===== config.mk =====
export PLATFORM = sky130hd
export DESIGN_NAME = ordered_table_pop_min_max_by_class_top
export DESIGN_NICKNAME = d
export VERILOG_FILES = /design/src/rtl/core/otpm_pkg.sv /design/src/rtl/core/ordered_table_pop_min_max_by_class_top.sv /design/src/rtl/core/otpm_store.sv
export SDC_FILE = /design/constraint.sdc
export NUM_CORES = 2
export LEC_CHECK = 0
export BUFFER_PORTS_ARGS = -buffer_cell sky130_fd_sc_hd__buf_4
export CORE_MARGIN = 2
export CORE_UTILIZATION = 25
export DETAILED_ROUTE_END_ITERATION = 6
export REMOVE_ABC_BUFFERS = 1
export SYNTH_ARGS = -nofsm -noshare
export SYNTH_HDL_FRONTEND = slang
export SYNTH_HIERARCHICAL = 1
export SYNTH_SLANG_ARGS = --single-unit

===== constraint.sdc =====
create_clock -name clk_i -period 17 [get_ports clk_i]
set_clock_uncertainty 0.15 [all_clocks]
set_input_delay 2.55 -clock clk_i [delete_from_list [all_inputs] [get_ports clk_i]]
set_output_delay 2.55 -clock clk_i [all_outputs]
set_load 0.03 [all_outputs]

===== src/rtl/core/otpm_pkg.sv =====
// Package: sizes, codes, entry type and helpers of the ordered table block.
`default_nettype none

package otpm_pkg;

  localparam int unsigned CAPACITY   = 16;
  localparam int unsigned WORD_WIDTH = 32;
  localparam int unsigned FIELD_W    = 32;
  localparam int unsigned IDX_W      = $clog2(CAPACITY);
  localparam int unsigned CNT_W      = $clog2(CAPACITY + 1);

  typedef logic [WORD_WIDTH-1:0] word_t;
  typedef logic [FIELD_W-1:0]    field_t;
  typedef logic [IDX_W-1:0]      idx_t;
  typedef logic [CNT_W-1:0]      cnt_t;

  typedef enum logic [1:0] {
    OP_PUT       = 2'd0,
    OP_POP_MIN   = 2'd1,
    OP_POP_CLASS = 2'd2
  } op_e;

  typedef enum logic [1:0] {
    ST_DONE = 2'd0,
    ST_NONE = 2'd1,
    ST_FULL = 2'd2
  } status_e;

  typedef struct packed {
    word_t key;
    word_t cls;
    word_t prio;
    word_t pay;
  } ent_t;

  typedef struct packed {
    logic en;
    idx_t addr;
    ent_t data;
  } wr_req_t;

  function automatic word_t to_word(input field_t f);
    return WORD_WIDTH'(f);
  endfunction

  function automatic field_t to_field(input word_t w);
    return FIELD_W'(w);
  endfunction

endpackage

`default_nettype wire


===== src/rtl/core/ordered_table_pop_min_max_by_class_top.sv =====
// Top level: ordered table with put, pop-min and pop-max-by-class.
//
//  channel | direction | handshake             | payload
//  in      | input     | in_valid_i/in_ready_o | operation, key, class, priority, payload, class
//  out     | output    | out_valid_o/out_ready_i | status, key, class, priority, payload, empty
//
// Put, or a pop on an empty table, goes straight to the result. A pop scans the table and,
// when an entry is removed, compacts the entries behind it; its length is set by the single
// read port of the entry memory, which the scan and the compaction each walk one entry per
// cycle. Reset empties the table at once; no clearing pass.
// A finished result waits in the output register; the next transaction is taken meanwhile,
// and its result waits for the register to free up.
`default_nettype none

module ordered_table_pop_min_max_by_class_top
  import otpm_pkg::*;
(
  input  wire logic        clk_i,
  input  wire logic        rst_ni,
  input  wire logic        in_valid_i,
  output logic             in_ready_o,
  input  wire logic [1:0]  operation_i,
  input  wire logic [31:0] key_value_i,
  input  wire logic [31:0] class_tag_i,
  input  wire logic [31:0] priority_value_i,
  input  wire logic [31:0] payload_value_i,
  input  wire logic [31:0] wanted_class_i,
  output logic             out_valid_o,
  input  wire logic        out_ready_i,
  output logic [1:0]       status_o,
  output logic [31:0]      out_key_o,
  output logic [31:0]      out_class_o,
  output logic [31:0]      out_priority_o,
  output logic [31:0]      out_payload_o,
  output logic             now_empty_o
);

  typedef enum logic [3:0] {
    S_IDLE  = 4'b0001,
    S_SCAN  = 4'b0010,
    S_SHIFT = 4'b0100,
    S_DONE  = 4'b1000
  } state_e;

  state_e  state_q, state_d;
  cnt_t    count_q, count_d;
  logic    out_valid_q, out_valid_d;

  op_e     op_q, op_d;
  word_t   want_q, want_d;
  cnt_t    idx_q, idx_d;
  logic    vld_q, vld_d;
  logic    found_q, found_d;
  idx_t    best_q, best_d;
  ent_t    best_ent_q, best_ent_d;
  status_e res_q, res_d;

  status_e out_status_q;
  ent_t    out_ent_q;
  logic    out_empty_q;

  wr_req_t wr;
  ent_t    rd_data;
  logic    accept;
  logic    hit;
  logic    load;

  otpm_store u_store (
    .clk_i     (clk_i),
    .wr_i      (wr),
    .rd_addr_i (idx_q[IDX_W-1:0]),
    .rd_data_o (rd_data)
  );

  assign in_ready_o = (state_q == S_IDLE);
  assign accept     = in_valid_i && in_ready_o;
  assign load       = (state_q == S_DONE) && (!out_valid_q || out_ready_i);

  always_comb begin
    case (op_q)
      OP_POP_MIN:   hit = !found_q || (rd_data.key < best_ent_q.key);
      OP_POP_CLASS: hit = (rd_data.cls == want_q) &&
                          (!found_q || (rd_data.prio > best_ent_q.prio));
      default:      hit = 1'b0;
    endcase
  end

  always_comb begin
    state_d    = state_q;
    count_d    = count_q;
    op_d       = op_q;
    want_d     = want_q;
    idx_d      = idx_q;
    vld_d      = vld_q;
    found_d    = found_q;
    best_d     = best_q;
    best_ent_d = best_ent_q;
    res_d      = res_q;
    wr         = '0;

    case (state_q)
      S_IDLE: begin
        if (accept) begin
          op_d    = op_e'(operation_i);
          want_d  = to_word(wanted_class_i);
          idx_d   = '0;
          found_d = 1'b0;
          res_d   = ST_NONE;
          state_d = S_DONE;
          case (op_e'(operation_i))
            OP_PUT: begin
              if (count_q == CNT_W'(CAPACITY)) begin
                res_d = ST_FULL;
              end else begin
                wr.en        = 1'b1;
                wr.addr      = count_q[IDX_W-1:0];
                wr.data.key  = to_word(key_value_i);
                wr.data.cls  = to_word(class_tag_i);
                wr.data.prio = to_word(priority_value_i);
                wr.data.pay  = to_word(payload_value_i);
                count_d      = count_q + CNT_W'(1);
                res_d        = ST_DONE;
              end
            end
            OP_POP_MIN, OP_POP_CLASS: begin
              if (count_q != '0) begin
                state_d = S_SCAN;
              end
            end
            default: begin
              res_d = ST_NONE;
            end
          endcase
        end
      end

      S_SCAN: begin
        if (idx_q != '0 && hit) begin
          found_d    = 1'b1;
          best_d     = IDX_W'(idx_q - CNT_W'(1));
          best_ent_d = rd_data;
        end
        if (idx_q != count_q) begin
          idx_d = idx_q + CNT_W'(1);
        end else if (found_d) begin
          idx_d   = CNT_W'(best_d) + CNT_W'(1);
          vld_d   = 1'b0;
          state_d = S_SHIFT;
        end else begin
          res_d   = ST_NONE;
          state_d = S_DONE;
        end
      end

      S_SHIFT: begin
        if (vld_q) begin
          wr.en   = 1'b1;
          wr.addr = IDX_W'(idx_q - CNT_W'(2));
          wr.data = rd_data;
        end
        if (idx_q != count_q) begin
          idx_d = idx_q + CNT_W'(1);
          vld_d = 1'b1;
        end else begin
          count_d = count_q - CNT_W'(1);
          res_d   = ST_DONE;
          state_d = S_DONE;
        end
      end

      S_DONE: begin
        if (load) begin
          state_d = S_IDLE;
        end
      end

      default: begin
        state_d = S_IDLE;
      end
    endcase
  end

  always_comb begin
    out_valid_d = out_valid_q && !out_ready_i;
    if (load) begin
      out_valid_d = 1'b1;
    end
  end

  always_ff @(posedge clk_i or negedge rst_ni) begin
    if (!rst_ni) begin
      state_q     <= S_IDLE;
      count_q     <= '0;
      out_valid_q <= 1'b0;
    end else begin
      state_q     <= state_d;
      count_q     <= count_d;
      out_valid_q <= out_valid_d;
    end
  end

  always_ff @(posedge clk_i) begin
    op_q       <= op_d;
    want_q     <= want_d;
    idx_q      <= idx_d;
    vld_q      <= vld_d;
    found_q    <= found_d;
    best_q     <= best_d;
    best_ent_q <= best_ent_d;
    res_q      <= res_d;
    if (load) begin
      out_status_q <= res_q;
      out_ent_q    <= (res_q == ST_DONE && found_q) ? best_ent_q : '0;
      out_empty_q  <= (count_q == '0);
    end
  end

  assign out_valid_o    = out_valid_q;
  assign status_o       = out_status_q;
  assign out_key_o      = to_field(out_ent_q.key);
  assign out_class_o    = to_field(out_ent_q.cls);
  assign out_priority_o = to_field(out_ent_q.prio);
  assign out_payload_o  = to_field(out_ent_q.pay);
  assign now_empty_o    = out_empty_q;

endmodule

`default_nettype wire


===== src/rtl/core/otpm_store.sv =====
// Entry memory: one write port, one read port with registered read data.
`default_nettype none

module otpm_store
  import otpm_pkg::*;
(
  input  wire logic    clk_i,
  input  wire wr_req_t wr_i,
  input  wire idx_t    rd_addr_i,
  output ent_t         rd_data_o
);

  ent_t mem [CAPACITY];
  ent_t rd_data_q;

  always_ff @(posedge clk_i) begin
    if (wr_i.en) begin
      mem[wr_i.addr] <= wr_i.data;
    end
    rd_data_q <= mem[rd_addr_i];
  end

  assign rd_data_o = rd_data_q;

endmodule

`default_nettype wire


==> Yosys cells after proc, flatten, opt, wreduce, memory -nomap -nowiden <==
Memory sizes are Yosys's and may differ from the RTL's. A register that Yosys moved wholly into a read port is not among the register bits.
Cells that the tools add are included.
W data, S select, Z words.
{ "totals": {"n_memories": 1, "register_bits": 316, "output_inout_bits": 133, "in_bits": 166, "wordCells": 124, "mem_bits_rw": 2048} }
{ "op_classes": {"n_mux": 44, "add_sub_neg": 6, "n_eq_ne": 21, "order_cmp": 2, "n_reduce_logical": 30} }
{ "mem_list": {"columns": ["name", "depth", "word_bits", "rd", "rd_clocked_by_memory_dff", "write_ports", "line_no", "source"], "rows": [
  ["u_store.mem", 16, 128, 1, 1, 1, "otpm_store.sv:13", "ent_t mem [CAPACITY];"]
]} }
{ "op_table": {"columns": ["cell", "count"], "rows": [
  ["$mux W133", 4],
  ["$pmux W133 S2", 1],
  ["$mux W5", 8],
  ["$mux W4", 9],
  ["$eq A32 B32 Y1", 1],
  ["$gt A32 B32 Y1", 1],
  ["$lt A32 B32 Y1", 1],
  ["$pmux W4 S4", 1],
  ["$pmux W5 S3", 1],
  ["$ne A2 B2 Y1 const B", 7],
  ["$mux W2", 6],
  ["$reduce_and A4 Y1", 3],
  ["$add A5 B1 Y5 const B", 2],
  ["$pmux W5 S2", 1],
  ["$reduce_and A5 Y1", 2],
  ["$reduce_bool A5 Y1", 2],
  ["$mux W1", 9],
  ["$logic_and A1 B1 Y1", 6],
  ["$pmux W1 S2", 3],
  ["$pmux W2 S3", 1],
  ["$reduce_and A2 Y1", 3],
  ["$reduce_bool A2 Y1", 3],
  ["$add A4 B1 Y5 const B", 1],
  ["$eq A5 B5 Y1 const B", 1],
  ["other kinds (18)", 26]
]} }

==> Longest topological paths before layout <==
{ "logic_depth": {"word_depth": 11, "mapped_depth": 15, "depth_no_buf": 14} }

==> By module <==
Netlist, hierarchy kept.
{ "by_module_without_submodules": {"columns": ["module", "seq_area_each_um2", "area_each_um2", "cells_per_inst", "n_inst"], "rows": [
  ["otpm_store", 64061.4, 79331.1, 3365, 1],
  ["ordered_table_pop_min_max_by_class_top", 9440.3, 14585.2, 1042, 1]
]} }

==> Worst setup path before layout <==
OpenSTA, ideal clock, no wires.
{ "synth_path": {"kind": "input -> register", "startpoint": "input operation_i[0]", "endpoint": "memory u_store/mem[0][0] in the netlist's numbering, enable pin", "required_ns": 16.078, "setup_time_ns": 0.772, "arrival_time_ns": 12.852, "path_buffers": 2, "setup_slack_ns": 3.226, "path_stages": 9, "path_cell_list": "inv_1 -> ha_1 -> and3_1 -> a21boi_2 -> buf_2 -> buf_2 -> nand2b_1 -> or3b_2 -> nor3_1"} }
{ "synth_rtl": {"columns": ["element", "line_no", "source"], "rows": [
  ["start, declared", "ordered_table_pop_min_max_by_class_top.sv:22", "input wire logic [1:0] operation_i,"],
  ["end, declared", "otpm_store.sv:13", null]
]} }

==> impl_metrics.csv <==
group,metric,value,unit
pwr,comb_power_share,18.2,%
route,vias,45110,
sta,tns,0,ps
yosys,ys_ff_latch,2492,
clock_tree,htree_num_levels,5,
yosys,synth.avg_cell_area,21.31,µm²
route,drtIter0Drc,4267,
route,drtPass1Iterations,7,
pwr,switching_share,27.45,%
pwr,p_per_area,145.1,mW/mm²
clock_tree,postCtsSetupRepairBufs,0,
sta,max_slew_margin,20.18,%
worst_setup_path,crit_type,"in -> reg",
grt,grt_pass1_wl,354.4,mm
grt,grt_pass1_vias,47100,
worst_setup_path,crit_path_top_delay_cell,"buf_4",
route,drc,0,
placement,place_inst,9580,
yosys,seq_area_frac_synth,78.26,%
yosys,syn_area,0.09392,mm²
yosys,netlist.area_leader.share,75.27,%
pwr,p_clk_share,35.9,%
worst_setup_path,worstPathArrival,6420,ps
sta,hold_viol,0,
sta,period_needed,6132,ps
sta,whs,287.2,ps
pwr,internal_power,11690,µW
yosys,ys_warn_count,6,
route,wl_per_cell,24.81,µm
pwr,peakVddDrop,85.45,µV
run_status,outcome,"finished clean",
clock_tree,clk_path_buf_depth,4,
placement,io_buffers,298,
route,final_antenna_net_count,0,
die,dieWidth,616.9,µm
clock_tree,ctsHoldBuffers,0,
yosys,synth-edff-count,2354,
pwr,p_leak,0.03614,µW
sta,fin_crit_sh,36.07,%
clock_tree,cts-resized-gates,0,
finish,syn_to_final_growth,18.25,%
finish,final_nets,5100,
sta,slew_violations,0,
die,num_rows,225,
route,vias_per_cell,4.476,
hold_path,hold_path_class,"reg -> reg",
yosys,yosysUniqueCellTypes,68,
die,design.portCount,299,
yosys,synthCells,4407,
sta,final-setup-viol-count,0,
sta,clock.fmax,0.1631,GHz
yosys,synth_area_leaders,"edfxtp_1, mux4_2, dfxtp_1",
finish,instances_no_fill,10080,
clock_tree,insertion_delay,870,ps
grt,antenna_found_initial,20,
die,dieArea,0.3806,mm²
clock_tree,ctsRootBufferMaster,"clkbuf_16",
placement,gp_congestion,0.7393,
sta,rsz0062_at_grt,"false",
placement,hpwl,145.1,mm
grt,grt_start_max_net_pins,130,
finish,drive_above_1_share,26.10,%
worst_setup_path,crit_top_cell,"buf_4",
grt,grt_use_total,12.81,%
die,die_h,616.9,µm
die,core,0.3747,mm²
grt,overflow,0,
pwr,p_sw,4425,µW
flow_run,maxCapViolCount,0,
die,start_util,25.06,%
worst_setup_path,crit_path_start_kind,"input pin",
worst_setup_path,max_stage_delay,840,ps
yosys,yosys.area.top_type,"edfxtp_1",
worst_setup_path,crit_fanout,43,
clock_tree,tritoncts,"done",
pwr,seqPwrFrac,45.9,%
clock_tree,clock_sinks,2492,
sta,worst_pin_slew,1196,ps
yosys,synthArstFlopShare,0.4013,%
yosys,synth_flop_cell,"edfxtp_1",
worst_setup_path,path_cells,"buf_4, inv_1, ha_1, and3_1, nand2_1, o21ai_0, nand2b_1, nor2_4, buf_4, buf_4",
clock_tree,path_clk_slew,60,ps
worst_setup_path,endpoint_kind,"register",
route,wl,250.0,mm
clock_tree,cts_buffers,269,
worst_setup_path,cp_data_required_time,17290,ps
-- flip-flops by register name, summed over array words and instances, names as in the netlist --
name,cells
out_class_o,32
out_payload_o,32
u_store/rd_data_o,128
u_store/mem,2048
idx_q,5
vld_q,1
state_q,4
out_key_o,32
res_q,2
best_q,4
status_o,2
op_q,2
count_q,5
out_priority_o,32
found_q,1
best_ent_q,128
out_valid_o,1
now_empty_o,1
want_q,32
-- cells in the mapped netlist (8+ instances only) --
library cell  count
dfrtp_1           9
buf_2            66
nand3_1          12
a22oi_1         219
clkbuf_1        118
edfxtp_1       2354
nor4_1            8
nand2_1         146
mux4_2          476
nor2b_1          15
buf_6            16
a22o_1          126
nand2b_1         10
a21oi_1          51
inv_1            81
dfxtp_1         128
o22ai_1          22
buf_1            11
and2_1          132
xnor2_1          28
a211oi_1         18
o211ai_1         18
a21o_1            8
nand4_1          14
nor3_1           10
ha_1             76
mux2i_1          89
xor2_1           21
nor2_1           31
buf_4             9
o21ai_0          24
-- final cells by class --
type,instances,area (µm²)
fillers,36100,263600
inverters,83,311.5
multi-input cells,1608,19170
repair buffers,403,3063
clock inverters,130,1301
well taps,4994,6248
clock buffers,361,7438
diodes,7,17.52
flip-flops and latches,2492,73500
-- worst max-delay path: cells and delay by family --
kind	cells	cell delay, ps
and+or+nand+nor	4	1500
adders and majority gates	1	200
AOI/OAI and AO/OA	1	370
buffers and inverters	4	1650
-- through the flow --
stage          setup WS [ps]  area (µm²)  total power [µW]  utilization [%]
5_1_grt                10720      111000             16760            29.63
4_1_cts                10910      111000             16330            29.63
6_report               10870      111100             16120            29.64
3_3_place_gp            9915      102300             10490            27.30
3_5_place_dp           10030      102300             10520            27.30
2_1_floorplan         -10670       92790             10560                -
-- routing by layer --
metal / global-route usage [%] / routed length, µm / vias up
li1: - / - / 19180
met1: 16.37 / 102100 / 24110
met2: 22.21 / 126600 / 1456
met3: 2.075 / 13840 / 351
met4: 3.922 / 7523 / 10
met5: 0 / 57 / -
-- cells in the final DEF, fill, tap and decap left out, drive strengths merged, types with 3 or more instances in the layout --
master / n
xnor2: 28
o21ai: 26
and2: 133
nand3b: 6
mux4: 476
a22oi: 219
clkbuf: 361
xor2: 21
nor2b: 15
a21o: 8
nand2b: 10
a211o: 4
and3: 3
o211ai: 18
a22o: 126
nand2: 146
clkinv: 92
and4: 4
mux2i: 89
nand3: 12
o2111ai: 3
clkinvlp: 8
a211oi: 18
mux2: 3
bufinv: 18
nor2: 33
nand4: 14
edfxtp: 2354
ha: 76
buf: 403
nor3: 11
a21oi: 53
o22ai: 23
inv: 95
dfxtp: 128
diode: 7
a31oi: 3
dfrtp: 9
nor4: 8
-- power groups by stage --
stage,combinational (µW),clock (µW),sequential (µW)
finish,2930,5790,7390
global route,3180,6160,7420
CTS,3010,5920,7410
detailed placement,2990,0,7530
global placement,2960,0,7520
floorplan,2800,0,7750
-- cell families (layout without fill, tap and decap cells) --
logic type / Yosys count / after routing / share of synthesized area, %
other: 0 / 7 / 0
buffers and inverters: 307 / 977 / 1.527
multiplexers: 568 / 568 / 12.40
XOR/XNOR: 49 / 49 / 0.4570
AO/OA/AOI/OAI: 512 / 512 / 4.081
AND/OR/NAND/NOR: 402 / 402 / 2.236
flip-flops: 2492 / 2492 / 78.26
adder cells (fa/ha/maj): 77 / 77 / 1.034
-- path summary, 6_finish.rpt --
| kind | from | endpoint | slack, ps | cells past startpoint |
|---|---|---|---|---|
| worst min register to register | u_store/rd_data_o[3] | best_ent_q[3] | 290 | 0 |
| min in group asynchronous | rst_ni | out_valid_o | 1370 | 1 |
| worst min-delay path | u_store/rd_data_o[3] | best_ent_q[3] | 290 | 0 |
| max in group asynchronous | rst_ni | state_q[0] | 15100 | 1 |
| worst max register to register | best_ent_q[62] | best_ent_q[57] | 11140 | 12 |
| worst max-delay path | operation_i[0] | u_store/mem[14][40] | 10870 | 10 |
(Power assumes the default switching activity.)
